===== src/rtl/core/gjls_pkg.sv =====
package gjls_pkg;

  localparam int unsigned MaxSize  = 8;
  localparam int unsigned FracBits = 16;
  localparam int unsigned RowReach = 8;

  typedef enum logic [1:0] {
    CmdWriteA   = 2'd0,
    CmdWriteB   = 2'd1,
    CmdSolve    = 2'd2,
    CmdReserved = 2'd3
  } cmd_e;

  typedef enum logic [4:0] {
    StIdle,
    StCopy,
    StPivRd,
    StPivWait,
    StPivChk,
    StElimRd,
    StElimWait,
    StElimDiv,
    StRowRd,
    StRowWait,
    StRowMul,
    StRowWr,
    StRecipDiv,
    StScaleRd,
    StScaleWait,
    StScaleMul,
    StScaleWr,
    StOutRd,
    StOutWait,
    StOutMul,
    StOutAcc,
    StOutEmit
  } state_e;

  typedef struct packed {
    logic start;
  } div_ctrl_t;

  function automatic logic signed [31:0] sat32(input logic signed [65:0] v);
    logic signed [65:0] hi;
    logic signed [65:0] lo;
    hi = 66'sd2147483647;
    lo = -66'sd2147483648;
    if (v > hi) begin
      return 32'sh7fffffff;
    end else if (v < lo) begin
      return 32'sh80000000;
    end
    return v[31:0];
  endfunction

  function automatic logic signed [31:0] fx_add(input logic signed [31:0] a,
                                                input logic signed [31:0] b);
    logic signed [65:0] s;
    s = 66'(a) + 66'(b);
    return sat32(s);
  endfunction

endpackage


===== src/rtl/core/gjls_div.sv =====
module gjls_div #(
  parameter int unsigned FracBits = gjls_pkg::FracBits
) (
  input  logic                clk_i,
  input  logic                rst_ni,
  input  gjls_pkg::div_ctrl_t ctrl_i,
  input  logic signed [31:0]  num_i,
  input  logic signed [31:0]  den_i,
  output logic                done_o,
  output logic signed [31:0]  quo_o
);

  localparam int unsigned NumW = 32 + FracBits + 1;
  localparam int unsigned CntW = $clog2(NumW + 1);

  logic [NumW-1:0] an_q, an_d;
  logic [32:0]     am_q, am_d;
  logic [NumW-1:0] q_q, q_d;
  logic [NumW:0]   rem_q, rem_d;
  logic [CntW-1:0] cnt_q, cnt_d;
  logic            run_q, run_d;
  logic            neg_q, neg_d;
  logic            done_q, done_d;
  logic signed [31:0] quo_q, quo_d;

  logic [NumW-1:0]         an_start;
  logic [32:0]             am_start;
  logic signed [NumW:0]    n_full;
  logic [NumW:0]           trial;
  logic [NumW:0]           shifted;
  logic signed [NumW+1:0]  qs;

  always_comb begin
    n_full   = (NumW+1)'(num_i) <<< FracBits;
    an_start = n_full[NumW] ? NumW'(-n_full) : NumW'(n_full);
    am_start = den_i[31] ? 33'(-34'(den_i)) : 33'(den_i);
    shifted  = {rem_q[NumW-1:0], an_q[NumW-1]};
    trial    = shifted - (NumW+1)'(am_q);
  end

  always_comb begin
    an_d   = an_q;
    am_d   = am_q;
    q_d    = q_q;
    rem_d  = rem_q;
    cnt_d  = cnt_q;
    run_d  = run_q;
    neg_d  = neg_q;
    done_d = 1'b0;
    quo_d  = quo_q;
    qs     = '0;
    if (ctrl_i.start) begin
      an_d  = an_start + NumW'(am_start >> 1);
      am_d  = am_start;
      q_d   = '0;
      rem_d = '0;
      cnt_d = CntW'(NumW);
      run_d = 1'b1;
      neg_d = num_i[31] ^ den_i[31];
    end else if (run_q) begin
      an_d = an_q << 1;
      if (!trial[NumW]) begin
        rem_d = trial;
        q_d   = {q_q[NumW-2:0], 1'b1};
      end else begin
        rem_d = shifted;
        q_d   = {q_q[NumW-2:0], 1'b0};
      end
      cnt_d = cnt_q - 1'b1;
      if (cnt_q == CntW'(1)) begin
        run_d  = 1'b0;
        done_d = 1'b1;
        qs     = neg_q ? -(NumW+2)'(q_d) : (NumW+2)'(q_d);
        quo_d  = gjls_pkg::sat32(66'(qs));
      end
    end
  end

  always_ff @(posedge clk_i or negedge rst_ni) begin
    if (!rst_ni) begin
      run_q  <= 1'b0;
      done_q <= 1'b0;
      cnt_q  <= '0;
    end else begin
      run_q  <= run_d;
      done_q <= done_d;
      cnt_q  <= cnt_d;
    end
  end

  always_ff @(posedge clk_i) begin
    an_q  <= an_d;
    am_q  <= am_d;
    q_q   <= q_d;
    rem_q <= rem_d;
    neg_q <= neg_d;
    quo_q <= quo_d;
  end

  assign done_o = done_q;
  assign quo_o  = quo_q;

`ifndef ASSERT_OFF
  a_done_after_run: assert property (@(posedge clk_i) disable iff (!rst_ni)
    done_q |-> $past(run_q)) else $error("divider done without run");
  a_no_restart: assert property (@(posedge clk_i) disable iff (!rst_ni)
    run_q && !ctrl_i.start |=> run_q || done_q) else $error("divider dropped");
  a_done_pulse: assert property (@(posedge clk_i) disable iff (!rst_ni)
    done_q |=> !done_q) else $error("divider done held");
`endif

endmodule


===== config.mk =====
export PLATFORM = sky130hd
export DESIGN_NAME = gjls_div
export DESIGN_NICKNAME = d
export VERILOG_FILES = /design/src/rtl/core/gjls_pkg.sv /design/src/rtl/core/gjls_div.sv
export SDC_FILE = /design/constraint.sdc
export NUM_CORES = 1
export LEC_CHECK = 0
export ABC_AREA = 1
export BUFFER_PORTS_ARGS = -buffer_cell sky130_fd_sc_hd__buf_2
export CAP_MARGIN = 10
export CORE_ASPECT_RATIO = 0.8
export CORE_UTILIZATION = 45
export CTS_CLUSTER_DIAMETER = 120
export DETAILED_ROUTE_END_ITERATION = 16
export PLACE_DENSITY = 0.64
export SETUP_SLACK_MARGIN = 0.4
export SLEW_MARGIN = 30
export SYNTH_ARGS = -nofsm -noshare
export SYNTH_HDL_FRONTEND = slang
export SYNTH_SLANG_ARGS = --single-unit

===== constraint.sdc =====
create_clock -name clk_i -period 4.67 [get_ports clk_i]
set_input_delay 0.2335 -clock clk_i [delete_from_list [all_inputs] [get_ports clk_i]]
set_output_delay 0.2335 -clock clk_i [all_outputs]
set_load 0.02 [all_outputs]

==> results of run 1 <==
-- registers in the layout (all words and copies together) (netlist names) --
signal	count
quo_o	32
q_q	48
cnt_q	6
neg_q	1
done_o	1
rem_q	49
am_q	33
an_q	49
run_q	1
-- cell usage in the layout (no fill, tap or decap), drive strengths merged, types with 2 or more instances in the layout --
| master | instances |
|---|---|
| a211oi | 2 |
| a21boi | 4 |
| a21o | 11 |
| a21oi | 71 |
| a22o | 10 |
| a31oi | 25 |
| a32o | 5 |
| buf | 145 |
| bufinv | 3 |
| clkbuf | 32 |
| clkinv | 10 |
| clkinvlp | 2 |
| conb | 2 |
| dfrtp | 8 |
| dfxtp | 97 |
| dlygate4sd3 | 2 |
| edfxtp | 115 |
| fa | 2 |
| ha | 54 |
| inv | 255 |
| nand2 | 522 |
| nand3 | 101 |
| nand3b | 9 |
| nand4 | 37 |
| nor2 | 227 |
| nor3 | 47 |
| nor4 | 17 |
| o211ai | 11 |
| o21ai | 101 |
| o21bai | 3 |
| o22ai | 63 |
| o31ai | 5 |
| o41ai | 3 |
| or2 | 12 |
| xnor2 | 45 |
| xor2 | 96 |
-- power by group through the flow --
stage / Sequential [µW] / Clock [µW] / Combinational (µW)
after detailed placement: 2630 / 0 / 3650
after floorplan: 2570 / 0 / 2890
after CTS: 2590 / 2050 / 3750
final: 2630 / 2010 / 4160
after global placement: 2620 / 0 / 3610
after global routing: 2670 / 2110 / 4620
-- metrics by stage --
stage | hold WS, ns | power, µW | instance area (µm²)
after floorplan | -0.0621 | 5460 | 15000
after global placement | 0.0898 | 6230 | 15900
after detailed placement | 0.0932 | 6280 | 15900
after CTS | 0.0313 | 8390 | 16900
after global routing | 0.0414 | 9410 | 17600
final | 0.0539 | 8800 | 17600
-- path summary, 6_finish.rpt --
| kind | startpoint | slack, ns | depth (start not counted) | endpoint |
|---|---|---|---|---|
| min in group asynchronous | rst_ni | 0.14 | 2 | cnt_q[2]$_DFFE_PN0P_ |
| max in group asynchronous | rst_ni | 4.35 | 2 | run_q$_DFF_PN0_ |
| setup / recovery | am_q[10]$_DFFE_PP_ | 0.54 | 27 | quo_o[23]$_DFFE_PP_ |
| hold / removal | den_i[4] | 0.05 | 2 | am_q[4]$_DFFE_PP_ |
| hold reg to reg | rem_q[26]$_SDFFE_PP0P_ | 0.50 | 2 | rem_q[26]$_SDFFE_PP0P_ |
| setup reg to reg | am_q[10]$_DFFE_PP_ | 0.54 | 27 | quo_o[23]$_DFFE_PP_ |
-- kinds of logic after synthesis --
group	synth area share (%)
buf+inv	8.36
compound gates	12.6
fa+ha+maj	4.78
mux	0.0668
xor+xnor	8.24
other cells	0.0250
flops	37.4
simple gates	28.6
-- worst max-delay path, cell delays in order (launching register included) --
cell and delay [ns]:
edfxtp_1 0.39, inv_1 0.14, ha_1 0.29, a21oi_1 0.24, o21ai_2 0.10, a21oi_2 0.17, nand2_4 0.08, nand2_4 0.13
nand3_4 0.09, nand2_4 0.08, ha_4 0.14, nand3_4 0.11, nor2_4 0.17, nand4_4 0.12, nand2_4 0.12, nand3_4 0.10
nor2_4 0.14, inv_4 0.07, nor3_2 0.16, nand3_1 0.08, nor2_1 0.13, nand2_1 0.06, nor2_1 0.10, nand2_1 0.07
nor2_2 0.15, nand2_4 0.18, nand2_8 0.20, nand2_1 0.06
-- what timing repair did --
action,4_1_cts,5_1_grt
pin swaps,4,40
setup endpoints to repair,31,48
gates resized for setup,18,114
buffers inserted,1,18
hold buffers,2,0
cloned,3,0
endpoints found under the hold margin,9,0
-- synth_stat cells, drive strengths merged, types with 8 or more instances --
cell and number:
nand2 519, a31oi 25, a21o 11, clkbuf 40
xnor2 45, ha 54, o22ai 63, nor4 17
edfxtp 115, nor2 227, inv 254, o21ai 101
nand4 37, dfrtp 8, nor3 47, or2 12
dfxtp 97, nand3b 9, nand3 101, o211ai 11
buf 21, a22o 10, a21oi 71, xor2 96
-- metal layers --
| layer | up-vias | global-route usage, % | share of wire, % |
|---|---|---|---|
| met1 | 6480 | 37.8 | 52 |
| met2 | 415 | 35.3 | 40 |
| li1 | 6982 | - | - |
| met5 | - | 0 | 0 |
| met3 | 42 | 4.14 | 6.7 |
| met4 | 0 | 3.94 | 1.3 |
-- final cells by class --
cell class	count	area, µm²	area share (%)
multi-input cells	1492	8790	50.0
diodes	1	2.50	0.0142
inverters	256	966	5.49
repair buffers	147	877	4.99
clock inverters	14	160	0.911
well taps	427	534	3.04
flip-flops and latches	220	5600	31.8
clock buffers	32	662	3.76
==> impl_metrics.toml, run 1 <==
[critical_path]
crit_path_end_kind = "flip-flop"
critPathArrivalTime_ns = 4.43
criticalPathCategory = "reg2reg"
worst-endpoint-required_ns = 4.97
critical_path.startpoint_type = "flip-flop"
worst-path-max-fanout = 8

[synth]
synth_area_per_cell_um2 = 7.40
ys_types = 59
synth_top_area_share_pct = 23.1
syn_area_um2 = 15000
synth_top_area_cell = "edfxtp_1"
ys.warnings.count = 0
synth_edf_count = 115
synthesis.instances = 2025
synth.yosys.seq_area_share_pct = 37.4
ys.flop_type = "edfxtp_1"
ys_top_cells_by_area = "edfxtp_1 23%, dfxtp_1 13%, nand2_1 12%"
synth-seq-cells = 220
ys_async_sr_fraction_pct = 3.64

[final_layout]
n_fill_cell = 3150
post_route_cells_drive_above_1_share_pct = 16.6
area.growth.synth_to_final_pct = 17.4
post-route-util_pct = 53.9
post_layout_nonfiller_instances = 2589
num-nets-final = 2265

[placed_design]
place_congestion = 0.941
dpl_worst_slack_ns = -0.0934
io_buffer_count = 99
place.detailed.hpwl_um = 31000
post-place-cells = 2518

[pwr]
intPower_uw = 5210
total_switching_power_uw = 3600
switching_share_pct = 40.8
vdd.ir_drop.worst_mv = 0.265
power.sequential.fraction_pct = 29.9
clkPwrFrac_pct = 22.8
share_comb_of_total_power_pct = 47.2
power_leakage_uw = 0.00794
pwr_density_cell_nw_per_um2 = 501

[clocking]
cts_tree = "yes"
cts_root_buffer = "clkbuf_16"
htree_num_levels = 1
cts.clk_slew.worst_paths_ns = 0.06
clock_sink_count = 220
clockBufferDepth = 3
clk_latency_ns = 0.55
cts_made_buffers = 25

[sta]
final_critical_path_setup_slack_ns = 0.540
final_min_period_over_clock_period_pct = 88.4
slew_violations = 0
unrepaired_setup_endpoints_after_global_routing = "yes"
final-hold-violation-count = 0
layout_min_cycle_time_ns = 4.13
finalSetupTns_ns = 0
max_slew_margin_pct = 48.6
finalSetupViolCount = 0
skew_ns = 0.0162
fmax_mhz = 242
worst_pin_slew_ns = 0.771

[floorplan]
dieWidth_um = 206
floorplan.die.height_um = 165
starting_density_pct = 45.9
die_area_um2 = 34000
core_region_area_um2 = 32600
boundaryPins = 100
std_cell_rows = 59

[detailed_routing]
avgViaCountPerCell = 5.38
routedWlPerCell_um = 16.3
num_vias = 13919
route.antenna.remaining_nets = 0
remaining_drc_errors = 0
firstDrtPassIters = 6
drt_first_iter_violations = 1147
post_detailed_routing_wire_length_um = 42100

[global_route]
antenna_violations_before_repair = 1
gr-usage-all-layers_pct = 24.4
pin_count_of_the_biggest_net_entering_global_routing = 68
grt_pass1_wl_um = 66400
grt_overflow = 0
via_count_of_the_first_global_routing_pass = 12639

[hold_path]
hold_path.class = "in2reg"

[run_status]
outcome = "finished, final reports clean"

[run]
max_cap_violations = 0
(Power assumes the default switching activity.)
==> run 2, diff against run 1 <==
--- a/config.mk
+++ b/config.mk
@@ -12,7 +12,7 @@
 export CORE_UTILIZATION = 45
 export CTS_CLUSTER_DIAMETER = 120
 export DETAILED_ROUTE_END_ITERATION = 16
-export PLACE_DENSITY = 0.64
+export PLACE_DENSITY = 0.67
 export SETUP_SLACK_MARGIN = 0.4
 export SLEW_MARGIN = 30
 export SYNTH_ARGS = -nofsm -noshare
==> constraint.sdc (replaced) <==
create_clock -name clk_i -period 3.76 [get_ports clk_i]
set_input_delay 0.188 -clock clk_i [delete_from_list [all_inputs] [get_ports clk_i]]
set_output_delay 0.188 -clock clk_i [all_outputs]
set_load 0.02 [all_outputs]
==> impl_metrics.toml, run 2 (synthesized netlist as in run 1, its figures left out) <==
[run_status]
outcome = "finished with violations"
failing_checks = "negative setup slack"

[floorplan]
core_region_area_um2 = 32600
starting_density_pct = 45.9
floorplan.die.height_um = 165
die_area_um2 = 34000
boundaryPins = 100
dieWidth_um = 206
std_cell_rows = 59

[final_layout]
layout.cells.most_common_list = "415 x nand2_1, 229 x buf_4, 219 x inv_1"
reg.largest.list = "an_q (49), rem_q (49), q_q (48)"
area.growth.synth_to_final_pct = 35.5
insertedDiodeCount = 0
ff_latch_area_um2 = 5600
multiInputGateArea_um2 = 9330
post-route-util_pct = 62.2
num-nets-final = 2504
post_route_cells_drive_above_1_share_pct = 29.7
finish.instance_area_um2 = 20300
n_fill_cell = 2835
most_common_library_cell_in_the_layout_ignoring_fill_and_taps = "nand2_1"

[detailed_routing]
avgViaCountPerCell = 5.33
firstDrtPassIters = 6
remaining_drc_errors = 0
route.antenna.remaining_nets = 0
post_detailed_routing_wire_length_um = 46300
num_vias = 15068
drt_first_iter_violations = 1198
routedWlPerCell_um = 16.4

[global_route]
pin_count_of_the_biggest_net_entering_global_routing = 61
via_count_of_the_first_global_routing_pass = 13988
antenna_violations_before_repair = 0
gr-usage-all-layers_pct = 26.1
grt_pass1_wl_um = 71500
grt_overflow = 0

[placed_design]
place_congestion = 0.909
dpl-instance-area_um2 = 17700
place.detailed.hpwl_um = 32300
io_buffer_count = 99

[sta]
finalSetupViolCount = 42
skew_ns = 0.0298
final_min_period_over_clock_period_pct = 108
final_critical_path_setup_slack_ns = -0.312
layout_min_cycle_time_ns = 4.07
final-hold-violation-count = 0
holdWs_ns = 0.0599
finalSetupTns_ns = -10.23
fmax_mhz = 246
worst_pin_slew_ns = 0.772
slew_violations = 0
max_slew_margin_pct = 48.0
unrepaired_setup_endpoints_after_global_routing = "yes"

[clocking]
clockBufferDepth = 3
cts_made_buffers = 25
cts.clk_slew.worst_paths_ns = 0.06
cts_root_buffer = "clkbuf_16"
clock_sink_count = 220
clk_latency_ns = 0.54
cts_tree = "yes"
htree_num_levels = 1

[critical_path]
critical_path.startpoint_type = "flip-flop"
cp_common_cell = "nand2_4"
critPathMaxStageDelay_ns = 0.33
cpMaxStageDelayCell = "edfxtp_1"
worstPathBufferInverterCount = 3
worst-path-max-fanout = 7
worst-endpoint-required_ns = 4.04
critPathArrivalTime_ns = 4.35
cp_top_family = "simple AND/OR/NAND/NOR gates"
crit_path_end_kind = "flip-flop"
criticalPathCategory = "reg2reg"

[pwr]
vdd.ir_drop.worst_mv = 0.492
power_leakage_uw = 0.00939
design_power_total_uw = 12100
pwr_density_cell_nw_per_um2 = 597

[run]
max_cap_violations = 0

[hold_path]
hold_path.class = "in2reg"
==> run 2: power breakdown <==
part	total (µW)	switching, µW	internal, µW	leakage, µW
clock	2480	1010	1480	0.000415
combinational	6400	3560	2840	0.00693
sequential	3230	245	2980	0.00204
total	12100	4820	7290	0.00939
==> run 2: layout make-up <==
cell class,instances,area share (%)
repair buffers,389,15.0
flip-flops and latches,220,27.6
inverters,256,4.75
well taps,427,2.63
clock inverters,10,0.530
clock buffers,35,3.56
multi-input cells,1489,46.0
==> run 2: metal layers <==
metal | up-vias | track usage (%) | routed length (µm)
li1 | 7456 | - | -
met1 | 7049 | 40.2 | 23100
met2 | 498 | 38.6 | 19600
met3 | 65 | 3.47 | 2850
met4 | 0 | 5.18 | 766
met5 | - | 0 | 0
==> run 2: path summary, 6_finish.rpt <==
| check | start | end | slack, ns | cells past startpoint |
|---|---|---|---|---|
| max | am_q[13]$_DFFE_PP_ | quo_o[26]$_DFFE_PP_ | -0.31 | 31 |
| min | den_i[10] | am_q[10]$_DFFE_PP_ | 0.06 | 2 |
| max reg2reg | am_q[13]$_DFFE_PP_ | quo_o[26]$_DFFE_PP_ | -0.31 | 31 |
| min reg2reg | cnt_q[2]$_DFFE_PN0P_ | cnt_q[2]$_DFFE_PN0P_ | 0.49 | 1 |
| max in group asynchronous | rst_ni | cnt_q[4]$_DFFE_PN0P_ | 3.43 | 2 |
| min in group asynchronous | rst_ni | cnt_q[5]$_DFFE_PN0P_ | 0.15 | 2 |
==> run 2: what timing repair did <==
item | CTS | global route
pin swaps | 68 | 98
endpoints found under the hold margin | 9 | 0
setup buffers | 66 | 16
setup endpoints to repair | 48 | 67
resized for setup | 105 | 169
hold buffers | 2 | 0
cloned | 2 | 4
==> run 2: through the flow <==
step,worst slack (ns),cells
after floorplan,-0.0429,2026
after global placement,-0.414,2691
after detailed placement,-0.511,2691
after CTS,-0.185,2806
after global routing,-0.578,2826
final,-0.312,2826
==> run 2: worst reg2reg max path: cells and delay by family, from the launching register on <==
family	cells	cell delay, ns
AND/OR/NAND/NOR	25	2.54
flip-flops	1	0.33
adder cells (fa/ha/maj)	2	0.44
AO/OA/AOI/OAI	1	0.17
buffers and inverters	3	0.36
